<file path="config.mk">
export PLATFORM = sky130hd
export DESIGN_NAME = serial_command_frame_sequencer
export DESIGN_NICKNAME = d
export VERILOG_FILES = /design/src/design/scfs_pkg.sv /design/src/design/scfs_front.sv /design/src/design/scfs_queue.sv /design/src/design/scfs_back.sv /design/src/design/serial_command_frame_sequencer.sv
export SDC_FILE = /design/constraint.sdc
export NUM_CORES = 1
export LEC_CHECK = 0
export BUFFER_PORTS_ARGS = -buffer_cell sky130_fd_sc_hd__buf_2
export CAP_MARGIN = 10
export CORE_MARGIN = 1.5
export CORE_UTILIZATION = 65
export CTS_BUF_LIST = sky130_fd_sc_hd__clkbuf_4 sky130_fd_sc_hd__clkbuf_8
export DETAILED_ROUTE_END_ITERATION = 10
export HOLD_SLACK_MARGIN = 0.1
export MAX_ROUTING_LAYER = met4
export PLACE_DENSITY = 0.82
export SYNTH_ARGS = -nofsm -noshare
export SYNTH_HDL_FRONTEND = slang
export SYNTH_SLANG_ARGS = --single-unit
</file>
<file path="constraint.sdc">
create_clock -name clk -period 4.8 [get_ports clk]
set_input_delay 0.48 -clock clk [delete_from_list [all_inputs] [get_ports clk]]
set_output_delay 0.48 -clock clk [all_outputs]
set_load 0.02 [all_outputs]
</file>
<file path="src/design/scfs_pkg.sv">
package scfs_pkg;

	// timer and register widths
	localparam int TIMER_WIDTH = 16;
	localparam int CFG_WIDTH   = 16;
	localparam int CFG_IDX_W   = 2;
	localparam int BYTE_W      = 8;

	// command queue between front and back
	localparam int QUEUE_DEPTH = 2;
	localparam int QPTR_W      = $clog2(QUEUE_DEPTH);
	localparam int QCNT_W      = $clog2(QUEUE_DEPTH + 1);

	typedef logic [TIMER_WIDTH-1:0] timer_t;
	typedef logic [CFG_WIDTH-1:0]   cfg_word_t;
	typedef logic [BYTE_W-1:0]      byte_t;

	// frame characters
	localparam byte_t CH_S    = 8'h73;
	localparam byte_t CH_C    = 8'h63;
	localparam byte_t CH_R    = 8'h72;
	localparam byte_t CH_CR   = 8'h0d;
	localparam byte_t CH_B    = 8'h62;
	localparam byte_t CH_ZERO = 8'h30;
	localparam byte_t CH_FOUR = 8'h34;

	// register indexes
	localparam logic [CFG_IDX_W-1:0] REG_ACK_DELAY  = 2'd0;
	localparam logic [CFG_IDX_W-1:0] REG_VALVE_OPEN = 2'd1;
	localparam logic [CFG_IDX_W-1:0] REG_FAN_RUN    = 2'd2;
	localparam logic [CFG_IDX_W-1:0] REG_LOOP_EN    = 2'd3;

	// register reset values
	localparam cfg_word_t RST_ACK_DELAY  = 16'd10;
	localparam cfg_word_t RST_VALVE_OPEN = 16'd12000;
	localparam cfg_word_t RST_FAN_RUN    = 16'd5000;
	localparam logic      RST_LOOP_EN    = 1'b1;

	// classified request handed from front to back
	typedef enum logic [1:0] {
		OP_NONE  = 2'd0,
		OP_TICK  = 2'd1,
		OP_START = 2'd2,
		OP_ABORT = 2'd3
	} op_t;

	// one result word
	typedef struct packed {
		logic busy;
		logic send_ack;
		logic valve_on;
		logic fan_on;
	} res_t;

endpackage

</file>
<file path="src/design/scfs_front.sv">
module scfs_front (
	input  logic                  clk,
	input  logic                  arst_n,
	input  logic                  in_valid,
	input  logic                  in_tick,
	input  scfs_pkg::byte_t       in_byte,
	input  logic                  q_ready,
	output logic                  in_ready,
	output logic                  push,
	output scfs_pkg::op_t         push_op
);

	logic [2:0]      pos_q, pos_d;
	scfs_pkg::byte_t c0_q, c1_q, c2_q;
	scfs_pkg::byte_t c0_d, c1_d, c2_d;
	logic            take;

	assign in_ready = q_ready;
	assign take     = in_valid && q_ready;
	assign push     = take;

	// frame parser: position counter and command characters
	always_comb begin
		pos_d   = pos_q;
		c0_d    = c0_q;
		c1_d    = c1_q;
		c2_d    = c2_q;
		push_op = scfs_pkg::OP_NONE;
		if (in_tick) begin
			push_op = scfs_pkg::OP_TICK;
		end else begin
			case (pos_q)
				3'd1: pos_d = (in_byte == scfs_pkg::CH_C) ? 3'd2 : 3'd0;
				3'd2: pos_d = (in_byte == scfs_pkg::CH_R) ? 3'd3 : 3'd0;
				3'd3: begin
					c0_d  = in_byte;
					pos_d = 3'd4;
				end
				3'd4: begin
					c1_d  = in_byte;
					pos_d = 3'd5;
				end
				3'd5: begin
					if (c0_q == scfs_pkg::CH_B && c1_q == scfs_pkg::CH_FOUR &&
					    in_byte == scfs_pkg::CH_ZERO) begin
						push_op = scfs_pkg::OP_ABORT;
						pos_d   = 3'd0;
					end else begin
						c2_d  = in_byte;
						pos_d = 3'd6;
					end
				end
				3'd6: begin
					// noise before the terminator is ignored
					if (in_byte == scfs_pkg::CH_CR) begin
						pos_d = 3'd0;
						if (c0_q == scfs_pkg::CH_B && c1_q == scfs_pkg::CH_ZERO &&
						    c2_q == scfs_pkg::CH_ZERO) begin
							push_op = scfs_pkg::OP_START;
						end
					end
				end
				default: pos_d = (in_byte == scfs_pkg::CH_S) ? 3'd1 : 3'd0;
			endcase
		end
	end

	// parser state
	always_ff @(posedge clk or negedge arst_n) begin
		if (!arst_n) begin
			pos_q <= 3'd0;
			c0_q  <= '0;
			c1_q  <= '0;
			c2_q  <= '0;
		end else if (take) begin
			pos_q <= pos_d;
			c0_q  <= c0_d;
			c1_q  <= c1_d;
			c2_q  <= c2_d;
		end
	end

endmodule

</file>
<file path="src/design/scfs_queue.sv">
module scfs_queue (
	input  logic          clk,
	input  logic          arst_n,
	input  logic          push,
	input  scfs_pkg::op_t push_op,
	input  logic          pop,
	output logic          not_full,
	output logic          not_empty,
	output scfs_pkg::op_t head_op
);

	scfs_pkg::op_t                   mem_q [scfs_pkg::QUEUE_DEPTH];
	logic [scfs_pkg::QPTR_W-1:0]     wr_ptr_q, rd_ptr_q;
	logic [scfs_pkg::QCNT_W-1:0]     count_q;
	logic                            do_push, do_pop;

	assign not_full  = (count_q != scfs_pkg::QCNT_W'(scfs_pkg::QUEUE_DEPTH));
	assign not_empty = (count_q != '0);
	assign do_push   = push && not_full;
	assign do_pop    = pop && not_empty;
	assign head_op   = mem_q[rd_ptr_q];

	// storage
	always_ff @(posedge clk) begin
		if (do_push) begin
			mem_q[wr_ptr_q] <= push_op;
		end
	end

	// pointers and fill count
	always_ff @(posedge clk or negedge arst_n) begin
		if (!arst_n) begin
			wr_ptr_q <= '0;
			rd_ptr_q <= '0;
			count_q  <= '0;
		end else begin
			if (do_push) begin
				wr_ptr_q <= (wr_ptr_q == scfs_pkg::QPTR_W'(scfs_pkg::QUEUE_DEPTH - 1)) ?
				            '0 : wr_ptr_q + 1'b1;
			end
			if (do_pop) begin
				rd_ptr_q <= (rd_ptr_q == scfs_pkg::QPTR_W'(scfs_pkg::QUEUE_DEPTH - 1)) ?
				            '0 : rd_ptr_q + 1'b1;
			end
			if (do_push && !do_pop) begin
				count_q <= count_q + 1'b1;
			end else if (do_pop && !do_push) begin
				count_q <= count_q - 1'b1;
			end
		end
	end

endmodule

</file>
<file path="src/design/scfs_back.sv">
module scfs_back (
	input  logic                                 clk,
	input  logic                                 arst_n,
	input  logic                                 cfg_we,
	input  logic [scfs_pkg::CFG_IDX_W-1:0]       cfg_index,
	input  scfs_pkg::cfg_word_t                  cfg_wdata,
	input  logic                                 q_valid,
	input  scfs_pkg::op_t                        q_op,
	output logic                                 q_pop,
	input  logic                                 out_ready,
	output logic                                 res_valid,
	output scfs_pkg::res_t                       res
);

	typedef enum logic [1:0] {
		PH_IDLE  = 2'd0,
		PH_ACK   = 2'd1,
		PH_VALVE = 2'd2,
		PH_FAN   = 2'd3
	} phase_t;

	scfs_pkg::cfg_word_t ack_delay_q, valve_open_q, fan_run_q;
	logic                loop_en_q;

	phase_t              phase_q, phase_d;
	scfs_pkg::timer_t    timer_q, timer_d, timer_dec;
	logic                fan_q, fan_d, valve_q, valve_d, ack_d;
	logic                res_valid_q;
	scfs_pkg::res_t      res_q;

	assign q_pop     = q_valid && (!res_valid_q || out_ready);
	assign res_valid = res_valid_q;
	assign res       = res_q;

	// configuration registers
	always_ff @(posedge clk or negedge arst_n) begin
		if (!arst_n) begin
			ack_delay_q  <= scfs_pkg::RST_ACK_DELAY;
			valve_open_q <= scfs_pkg::RST_VALVE_OPEN;
			fan_run_q    <= scfs_pkg::RST_FAN_RUN;
			loop_en_q    <= scfs_pkg::RST_LOOP_EN;
		end else if (cfg_we) begin
			unique case (cfg_index)
				scfs_pkg::REG_ACK_DELAY:  ack_delay_q  <= cfg_wdata;
				scfs_pkg::REG_VALVE_OPEN: valve_open_q <= cfg_wdata;
				scfs_pkg::REG_FAN_RUN:    fan_run_q    <= cfg_wdata;
				scfs_pkg::REG_LOOP_EN:    loop_en_q    <= cfg_wdata[0];
				default:                  ;
			endcase
		end
	end

	assign timer_dec = (timer_q != '0) ? timer_q - 1'b1 : '0;

	// sequencer next state
	always_comb begin
		phase_d = phase_q;
		timer_d = timer_q;
		fan_d   = fan_q;
		valve_d = valve_q;
		ack_d   = 1'b0;
		unique case (q_op)
			scfs_pkg::OP_START: begin
				if (phase_q == PH_IDLE) begin
					ack_d   = 1'b1;
					phase_d = PH_ACK;
					timer_d = scfs_pkg::timer_t'(ack_delay_q);
				end
			end
			scfs_pkg::OP_ABORT: begin
				fan_d   = 1'b0;
				valve_d = 1'b0;
			end
			scfs_pkg::OP_TICK: begin
				if (phase_q != PH_IDLE) begin
					timer_d = timer_dec;
					if (timer_dec == '0) begin
						unique case (phase_q)
							PH_ACK: begin
								if (loop_en_q) begin
									valve_d = 1'b1;
									phase_d = PH_VALVE;
									timer_d = scfs_pkg::timer_t'(valve_open_q);
								end else begin
									phase_d = PH_IDLE;
								end
							end
							PH_VALVE: begin
								fan_d   = 1'b1;
								phase_d = PH_FAN;
								timer_d = scfs_pkg::timer_t'(fan_run_q);
							end
							PH_FAN: begin
								fan_d   = 1'b0;
								valve_d = 1'b0;
								phase_d = PH_IDLE;
							end
							default: phase_d = PH_IDLE;
						endcase
					end
				end
			end
			default: ;
		endcase
	end

	// sequencer state and result register
	always_ff @(posedge clk or negedge arst_n) begin
		if (!arst_n) begin
			phase_q     <= PH_IDLE;
			timer_q     <= '0;
			fan_q       <= 1'b0;
			valve_q     <= 1'b0;
			res_valid_q <= 1'b0;
			res_q       <= '0;
		end else begin
			if (q_pop) begin
				phase_q        <= phase_d;
				timer_q        <= timer_d;
				fan_q          <= fan_d;
				valve_q        <= valve_d;
				res_valid_q    <= 1'b1;
				res_q.fan_on   <= fan_d;
				res_q.valve_on <= valve_d;
				res_q.send_ack <= ack_d;
				res_q.busy     <= (phase_d != PH_IDLE);
			end else if (out_ready) begin
				res_valid_q <= 1'b0;
			end
		end
	end

	// an acknowledge always starts a running sequence
	assert property (@(posedge clk) disable iff (!arst_n)
		(res_valid_q && res_q.send_ack) |-> res_q.busy)
		else $error("send_ack without busy");

	// the fan only runs in the fan phase
	assert property (@(posedge clk) disable iff (!arst_n)
		fan_q |-> (phase_q == PH_FAN))
		else $error("fan on outside fan phase");

	// no request is taken while a result is stalled
	assert property (@(posedge clk) disable iff (!arst_n)
		(res_valid_q && !out_ready) |-> !q_pop)
		else $error("request popped over a stalled result");

endmodule

</file>
<file path="src/design/serial_command_frame_sequencer.sv">
// Serial command frame sequencer. Each request is a received byte (tuser 0) or a
// millisecond tick (tuser 1); every request yields exactly one result with the fan,
// valve, acknowledge and busy levels after it. A front parser matches the frame
// "scr" + three command characters + CR and classifies each request; a two-entry
// queue hands the classified requests to the sequencer, which runs the acknowledge,
// valve and fan timers and registers the result. One request is taken every clock
// cycle while the queue has room, which m_tready back-pressure can take away; each
// accepted request passes through the queue and sequencer into the result register.
// Configuration registers are written through cfg_we, cfg_index and cfg_wdata; the user
// must write them only while no request is in flight, the block does not enforce it.
module serial_command_frame_sequencer (
	input  logic                           clk,
	input  logic                           arst_n,
	// configuration write port
	input  logic                           cfg_we,
	input  logic [scfs_pkg::CFG_IDX_W-1:0] cfg_index,
	input  scfs_pkg::cfg_word_t            cfg_wdata,
	// request stream
	input  logic                           s_tvalid,
	output logic                           s_tready,
	input  logic [7:0]                     s_tdata,  // [7:0] rx_byte
	input  logic                           s_tuser,  // [0] req_type
	// result stream
	output logic                           m_tvalid,
	input  logic                           m_tready,
	output logic [7:0]                     m_tdata   // [0] fan_on, [1] valve_on,
	                                                 // [2] send_ack, [3] busy_res, [7:4] zero
);

	logic           push, q_not_full, q_not_empty, q_pop;
	scfs_pkg::op_t  push_op, head_op;
	scfs_pkg::res_t res;

	// request parsing and classification
	scfs_front u_front (
		.clk      (clk),
		.arst_n   (arst_n),
		.in_valid (s_tvalid),
		.in_tick  (s_tuser),
		.in_byte  (s_tdata),
		.q_ready  (q_not_full),
		.in_ready (s_tready),
		.push     (push),
		.push_op  (push_op)
	);

	// queue between parser and sequencer
	scfs_queue u_queue (
		.clk       (clk),
		.arst_n    (arst_n),
		.push      (push),
		.push_op   (push_op),
		.pop       (q_pop),
		.not_full  (q_not_full),
		.not_empty (q_not_empty),
		.head_op   (head_op)
	);

	// timed sequencer and result register
	scfs_back u_back (
		.clk       (clk),
		.arst_n    (arst_n),
		.cfg_we    (cfg_we),
		.cfg_index (cfg_index),
		.cfg_wdata (cfg_wdata),
		.q_valid   (q_not_empty),
		.q_op      (head_op),
		.q_pop     (q_pop),
		.out_ready (m_tready),
		.res_valid (m_tvalid),
		.res       (res)
	);

	assign m_tdata = {4'b0000, res};

endmodule

</file>
== Word level (Yosys, flattened, before mapping) ==
Memory sizes are Yosys's and may differ from the RTL's.
Cells that the tools add are included.
Widths: inputs -> output; s select.

* Add/subtract/negate cells: 5
* Eq/ne operators: 32
* Muxes and demuxes: 43
* Bitwise gates (word level): 2
* Reduce and logical (&&, ||, !) cells: 36

{| class="wikitable"
|+ Operators with widths
! cell !! number
|-
| $mux 16 || 5
|-
| $pmux 16 s2 || 2
|-
| $eq 8x6->1 const B || 4
|-
| $eq 8x7->1 const B || 4
|-
| $mux 2 || 12
|-
| $pmux 3 s6 || 1
|-
| $logic_not 16->1 || 1
|-
| $reduce_bool 16->1 || 1
|-
| $sub 16x1->16 const B || 1
|-
| $mux 1 || 14
|-
| $reduce_bool 2->1 || 7
|-
| $eq 2x2->1 const B || 6
|-
| $pmux 2 s2 || 3
|-
| $logic_and 1x1->1 || 10
|-
| $eq 3x3->1 const B || 3
|-
| $ne 3x2->1 const B || 3
|-
| $reduce_and 3->1 || 3
|-
| $eq 8x4->1 const B || 1
|-
| $ne 2x1->1 const B || 4
|-
| $pmux 1 s2 || 4
|-
| $reduce_and 2->1 || 4
|-
| $reduce_and 4->1 || 2
|-
| $eq 2x1->1 const B || 3
|-
| $eq 3x2->1 const B || 2
|-
| other kinds (12) || 18
|}

* Register bits after elaboration: 103
* RAM bits: 4
* Input bits: 32
* Output and inout port bits: 10
* Memories: 1

{| class="wikitable"
|+ Memory list
! memory !! words !! width !! read ports !! clocked after Yosys merged registers in !! write ports !! line !! source
|-
| u_queue.mem_q || 2 || 2 || 1 || 0 || 1 || scfs_queue.sv:12 || <nowiki>scfs_pkg::op_t mem_q [scfs_pkg::QUEUE_DEPTH];</nowiki>
|}

== Depth between registers and ports, before layout ==
* Depth after elaboration: 7
* Depth in mapped cells: 10

== Modules after synthesis ==
Synthesis repeated with hierarchy kept, for this count alone.

* Cells, all modules: 478
* Area, all modules: 5527.8 um2

{| class="wikitable"
|+ Modules (own cells, without submodules)
! module !! times used !! cells each !! area an instance (um2)
|-
| scfs_back || 1 || 342 || 3823.7
|-
| scfs_front || 1 || 107 || 1316.3
|-
| scfs_queue || 1 || 24 || 354.1
|-
| serial_command_frame_sequencer || 1 || 5 || 33.8
|}

== Least setup slack after synthesis ==
OpenSTA, ideal clock, no wires.

* Path kind: register to register
* Start: reg u_back.timer_q[0]
* End: reg u_back.res_q (netlist bit u_back.res[0])
* Library setup time: 123 ps
* Arrival time: 2716 ps
* Required time: 4677 ps
* Setup slack: 1961 ps
* Stages on the path, launching flop included: 10
* Clock period less this slack: 2839 ps
* Cell sequence: dfrtp_1 inv_1 ha_1 or3b_2 o31a_2 a2111oi_4 a41oi_4 o311a_2 a221oi_2 nand2_1

* Cells in the longest elaborated chain, start to end: 5
* Elaborated cells on any way between the ends: 6
* Classes of those cells: add/sub (1); eq/ne (1); mux (1); reduce/logical (3)

{| class="wikitable"
|+ Ends and longest elaborated chain
! item !! line !! source
|-
| start, declared || scfs_back.sv:26 || <nowiki>scfs_pkg::timer_t timer_q, timer_d, timer_dec;</nowiki>
|-
| start signal, assigned || scfs_back.sv:119 || <nowiki>timer_q <= timer_d;</nowiki>
|-
| $sub 16x1->16 / $reduce_bool 16->1 (equally long branches) || scfs_back.sv:53 || <nowiki>assign timer_dec = (timer_q != '0) ? timer_q - 1'b1 : '0;</nowiki>
|-
| $mux 16 * || scfs_back.sv:53 ||
|-
| $logic_not 16->1 * || scfs_back.sv:77 || <nowiki>if (timer_dec == '0) begin</nowiki>
|-
| $ne 2x1->1 (no source line) * || - ||
|-
| $reduce_and 5->1 (no source line) * || - ||
|-
| end, declared || scfs_back.sv:29 || <nowiki>scfs_pkg::res_t res_q;</nowiki>
|}

Mark *: on every way between the ends. The rest lies on a longest branch, timed or not.
A chain may end at the register's enable or synchronous reset.

== Worst setup path after layout ==
* Start: reg u_back.timer_q[0]
* End: reg u_back.timer_q[0]

* Cells in the longest elaborated chain, start to end: 7
* Elaborated cells on any way between the ends: 9
* Classes of those cells: add/sub (1); mux (6); reduce/logical (2)

{| class="wikitable"
|+ Ends and longest elaborated chain
! item !! line !! source
|-
| $sub 16x1->16 / $reduce_bool 16->1 (equally long branches) || scfs_back.sv:53 ||
|-
| $mux 16 * || scfs_back.sv:53 ||
|-
| $mux 16 || scfs_back.sv:80 || <nowiki>if (loop_en_q) begin</nowiki>
|-
| $pmux 16 s2 || scfs_back.sv:78 || <nowiki>unique case (phase_q)</nowiki>
|-
| $mux 16 * || scfs_back.sv:77 ||
|-
| $mux 16 * || scfs_back.sv:75 || <nowiki>if (phase_q != PH_IDLE) begin</nowiki>
|-
| $pmux 16 s2 * || scfs_back.sv:62 || <nowiki>unique case (q_op)</nowiki>
|}

Mark *: on every way between the ends. The rest lies on a longest branch, timed or not. The select of a mux whose other input is x is not followed.

==> results_dict.tcl <==
set metrics [dict create \
    synth-edff-count 4 \
    cts.sinks 107 \
    setup_viol 0 \
    drcViolationCount 0 \
    antenna_found_initial 0 \
    cts_tree "done" \
    ctsResizeCount 0 \
    cts_buffer_depth 2 \
    reg2reg_slack_ns 1.39 \
    die_h_um 96.0 \
    yosysUniqueCellTypes 60 \
    synthFlopType "dfrtp_1" \
    cts_buffers 9 \
    pre_cts_ws_ns 1.43 \
    insertion_delay_ns 0.38 \
    critPathArrivalTime_ns 3.69 \
    async_flop_share_pct 96.3 \
    io_buffers 37 \
    fin_crit_sh_pct 70.9 \
    yosysMostFrequentCell "dfrtp_1" \
    fin_nets 570 \
    finalPower_w 0.00280 \
    status "finished, final reports clean" \
    wl_per_cell_um 18.4 \
    placed_area_um2 5830 \
    crit_fanout 15 \
    synth.area.top_cells "dfrtp_1, mux2_2, dfstp_2" \
    drive_above_1_share_pct 31.4 \
    gr-total-overflow 0 \
    netlist_area_um2 5620 \
    worst_pin_slew_ns 0.972 \
    grt_usage_pct 29.0 \
    max_freq_mhz 294 \
    antennaDiodeCount 0 \
    final_cells 637 \
    synth_top_family_by_area "simple AND/OR/NAND/NOR gates" \
    finClkSkew_ns 0.0115 \
    hp-class "in -> async" \
    cp_top_family "compound AO/OA/AOI/OAI gates" \
    reg2reg_to "u_back.timer_q[0]" \
    vdd_drop_max_mv 0.260 \
    syn2layout_area_growth_pct 7.30 \
    grt_pass1_vias 4081 \
    grt_pass1_wl_um 19800 \
    max_stage_delay_ns 0.67 \
    synth_mux_area_share_pct 15.2 \
    clock-root-buffer "clkbuf_8" \
    synthSimpleGateAreaFrac_pct 16.2 \
    hold_violations 0 \
    drt-total-wl_um 11700 \
    dr.first_iter.drc_count 251 \
    p_leak_nw 2.59 \
    r2r_start "u_back.timer_q[0]" \
    synth.avg_cell_area_um2 11.3 \
    synth_fa_ha_area_share_pct 2.45 \
    ios 42 \
    core-area_um2 8300 \
    slowest_stage "nor3b_4" \
    htreeDepth 3 \
    initial_core_util_pct 67.8 \
    fin_setup_tns_ns 0 \
    fillCellCount 593 \
    gp_congestion 0.981 \
    fin_ws_ns 1.39 \
    dp_cells 621 \
    startpoint "u_back.timer_q[0]" \
    drtPass1Iterations 4 \
    critPathRequiredTime_ns 5.09 \
    netlist.area_leader.share_pct 39.2 \
    synth_compound_area_share_pct 11.6 \
    worstPathCellList "inv_1, ha_1, or3b_2, o31a_2, a2111oi_4, a41oi_4, nor3b_4, a21oi_1, a211oi_1" \
    critPathLaunchType "register" \
    ys_seq_area_share_pct 48.3 \
    crit_type "reg -> reg" \
    endpoint_kind "register" \
    ys_warn_count 0 \
    antenna_left 0 \
    reg2reg_depth 9 \
    finalCriticalPeriod_ns 3.41 \
    maxCapViolations 0 \
    synth-xor-area-share_pct 2.49 \
    design_area_um2 6030 \
    power.density_nw_per_um2 464 \
    rsz0062_at_grt "no" \
    synth_common_cells "dfrtp_1, mux2_2, nor2_1, nor3_1, o21ai_0" \
    post-cts-setup-buffers 0 \
    die_x_um 96.0 \
    rows 33 \
    synthCells 499 \
    synth_top_area_cell "dfrtp_1" \
    path_buf_inv 1 \
    clk_pin_slew_ns 0.11 \
    relSlewSlack_pct 35.2 \
    drv_slew 0 \
    die_area_um2 9220 \
    viasPerCell 6.32 \
    synth-seq-cells 107 \
    grt_max_degree 74 \
    dpl.hpwl_um 8100 \
    cts_hold_buf 0 \
    vias 4026 \
]
[area by class of cell]
class / instances / area (µm²) / share of cell area, %
Clock inverter: 7 / 77.6 / 1.29
Tap cell: 105 / 131 / 2.18
Inverter: 14 / 52.6 / 0.871
Sequential cell: 107 / 2720 / 45.0
Multi-Input combinational cell: 354 / 2720 / 45.0
Timing Repair Buffer: 41 / 218 / 3.61
Clock buffer: 9 / 124 / 2.05
[placed cells by master, fill, tap and decap left out, types with 3 or more instances in the layout]
cell | Yosys | layout
dfrtp_1 | 88 | 88
mux2_2 | 73 | 73
buf_2 | 0 | 36
nor2_1 | 31 | 31
nor3_1 | 26 | 26
o21ai_0 | 25 | 25
nand2_1 | 24 | 24
a21oi_1 | 18 | 18
a22o_1 | 16 | 16
dfstp_2 | 15 | 15
inv_1 | 13 | 13
nand3_1 | 12 | 12
ha_1 | 11 | 11
xnor2_1 | 9 | 9
clkbuf_8 | 0 | 9
nor3_2 | 8 | 8
nand2b_1 | 7 | 7
xor2_1 | 7 | 7
nor4b_1 | 6 | 6
nand4_1 | 5 | 5
nor4_1 | 5 | 5
nand3b_1 | 5 | 5
a211oi_1 | 5 | 5
buf_4 | 6 | 5
nor2b_1 | 4 | 4
a21o_1 | 4 | 4
conb_1 | 1 | 4
edfxtp_1 | 4 | 4
mux2i_1 | 3 | 3
o21a_1 | 3 | 3
and3_1 | 3 | 3
a31oi_1 | 3 | 3
or3_1 | 3 | 3
and4b_1 | 3 | 3
o211ai_1 | 3 | 3
[stage by stage]
| step | hold WS [ns] | utilization [%] |
|---|---|---|
| 2_1_floorplan | 0.184 | - |
| 3_3_place_gp | 0.457 | 70.3 |
| 3_5_place_dp | 0.467 | 70.3 |
| 4_1_cts | 0.249 | 72.7 |
| 5_1_grt | 0.285 | 72.7 |
| 6_report | 0.208 | 72.7 |
[how the worst max path moves through the flow]
stage          slack, ns  depth (start not counted)                end
2_1_floorplan       1.96                          9      u_back.res[0]
3_3_place_gp        1.54                          9  u_back.timer_q[0]
3_5_place_dp        1.43                          9  u_back.timer_q[0]
4_1_cts             1.40                          9  u_back.timer_q[0]
5_1_grt             1.19                          9  u_back.timer_q[0]
6_report            1.39                          9  u_back.timer_q[0]
[routing by layer]
layer	track usage (%)	up-vias	wire (µm)	part of all wire (%)
met1	38.8	1989	5370	46
met2	45.1	134	5510	47
met3	4.11	25	535	4.6
met4	11.3	0	277	2.4
met5	-	-	0	0
li1	-	1878	-	-
[flip-flops by register name (all words and copies together), names as in the netlist]
name / flops
u_queue.mem_q: 4
u_front.c0_q: 8
u_back.res_valid: 1
u_back.res: 4
u_front.pos_q: 3
u_front.c2_q: 8
u_queue.wr_ptr_q: 1
u_queue.rd_ptr_q: 1
u_back.fan_run_q: 16
u_back.ack_delay_q: 16
u_back.loop_en_q: 1
u_back.phase_q: 2
u_back.valve_open_q: 16
u_back.timer_q: 16
u_front.c1_q: 8
u_queue.count_q: 2
[cell families (layout without fill, tap and decap cells)]
kind of cell / after synthesis / after routing
other: 1 / 4
adders and majority gates: 11 / 11
xor gates and xnor gates: 16 / 16
and+or+nand+nor: 156 / 156
DFF: 107 / 107
buffers and inverters: 41 / 71
muxes: 76 / 76
AOI/OAI and AO/OA: 91 / 91
[report_power, final]
part | switching [W] | internal [W]
logic | 0.000546 | 0.000396
clock network | 0.000344 | 0.000208
registers | 0.000192 | 0.00112
Power figures use the tool's default switching activity.
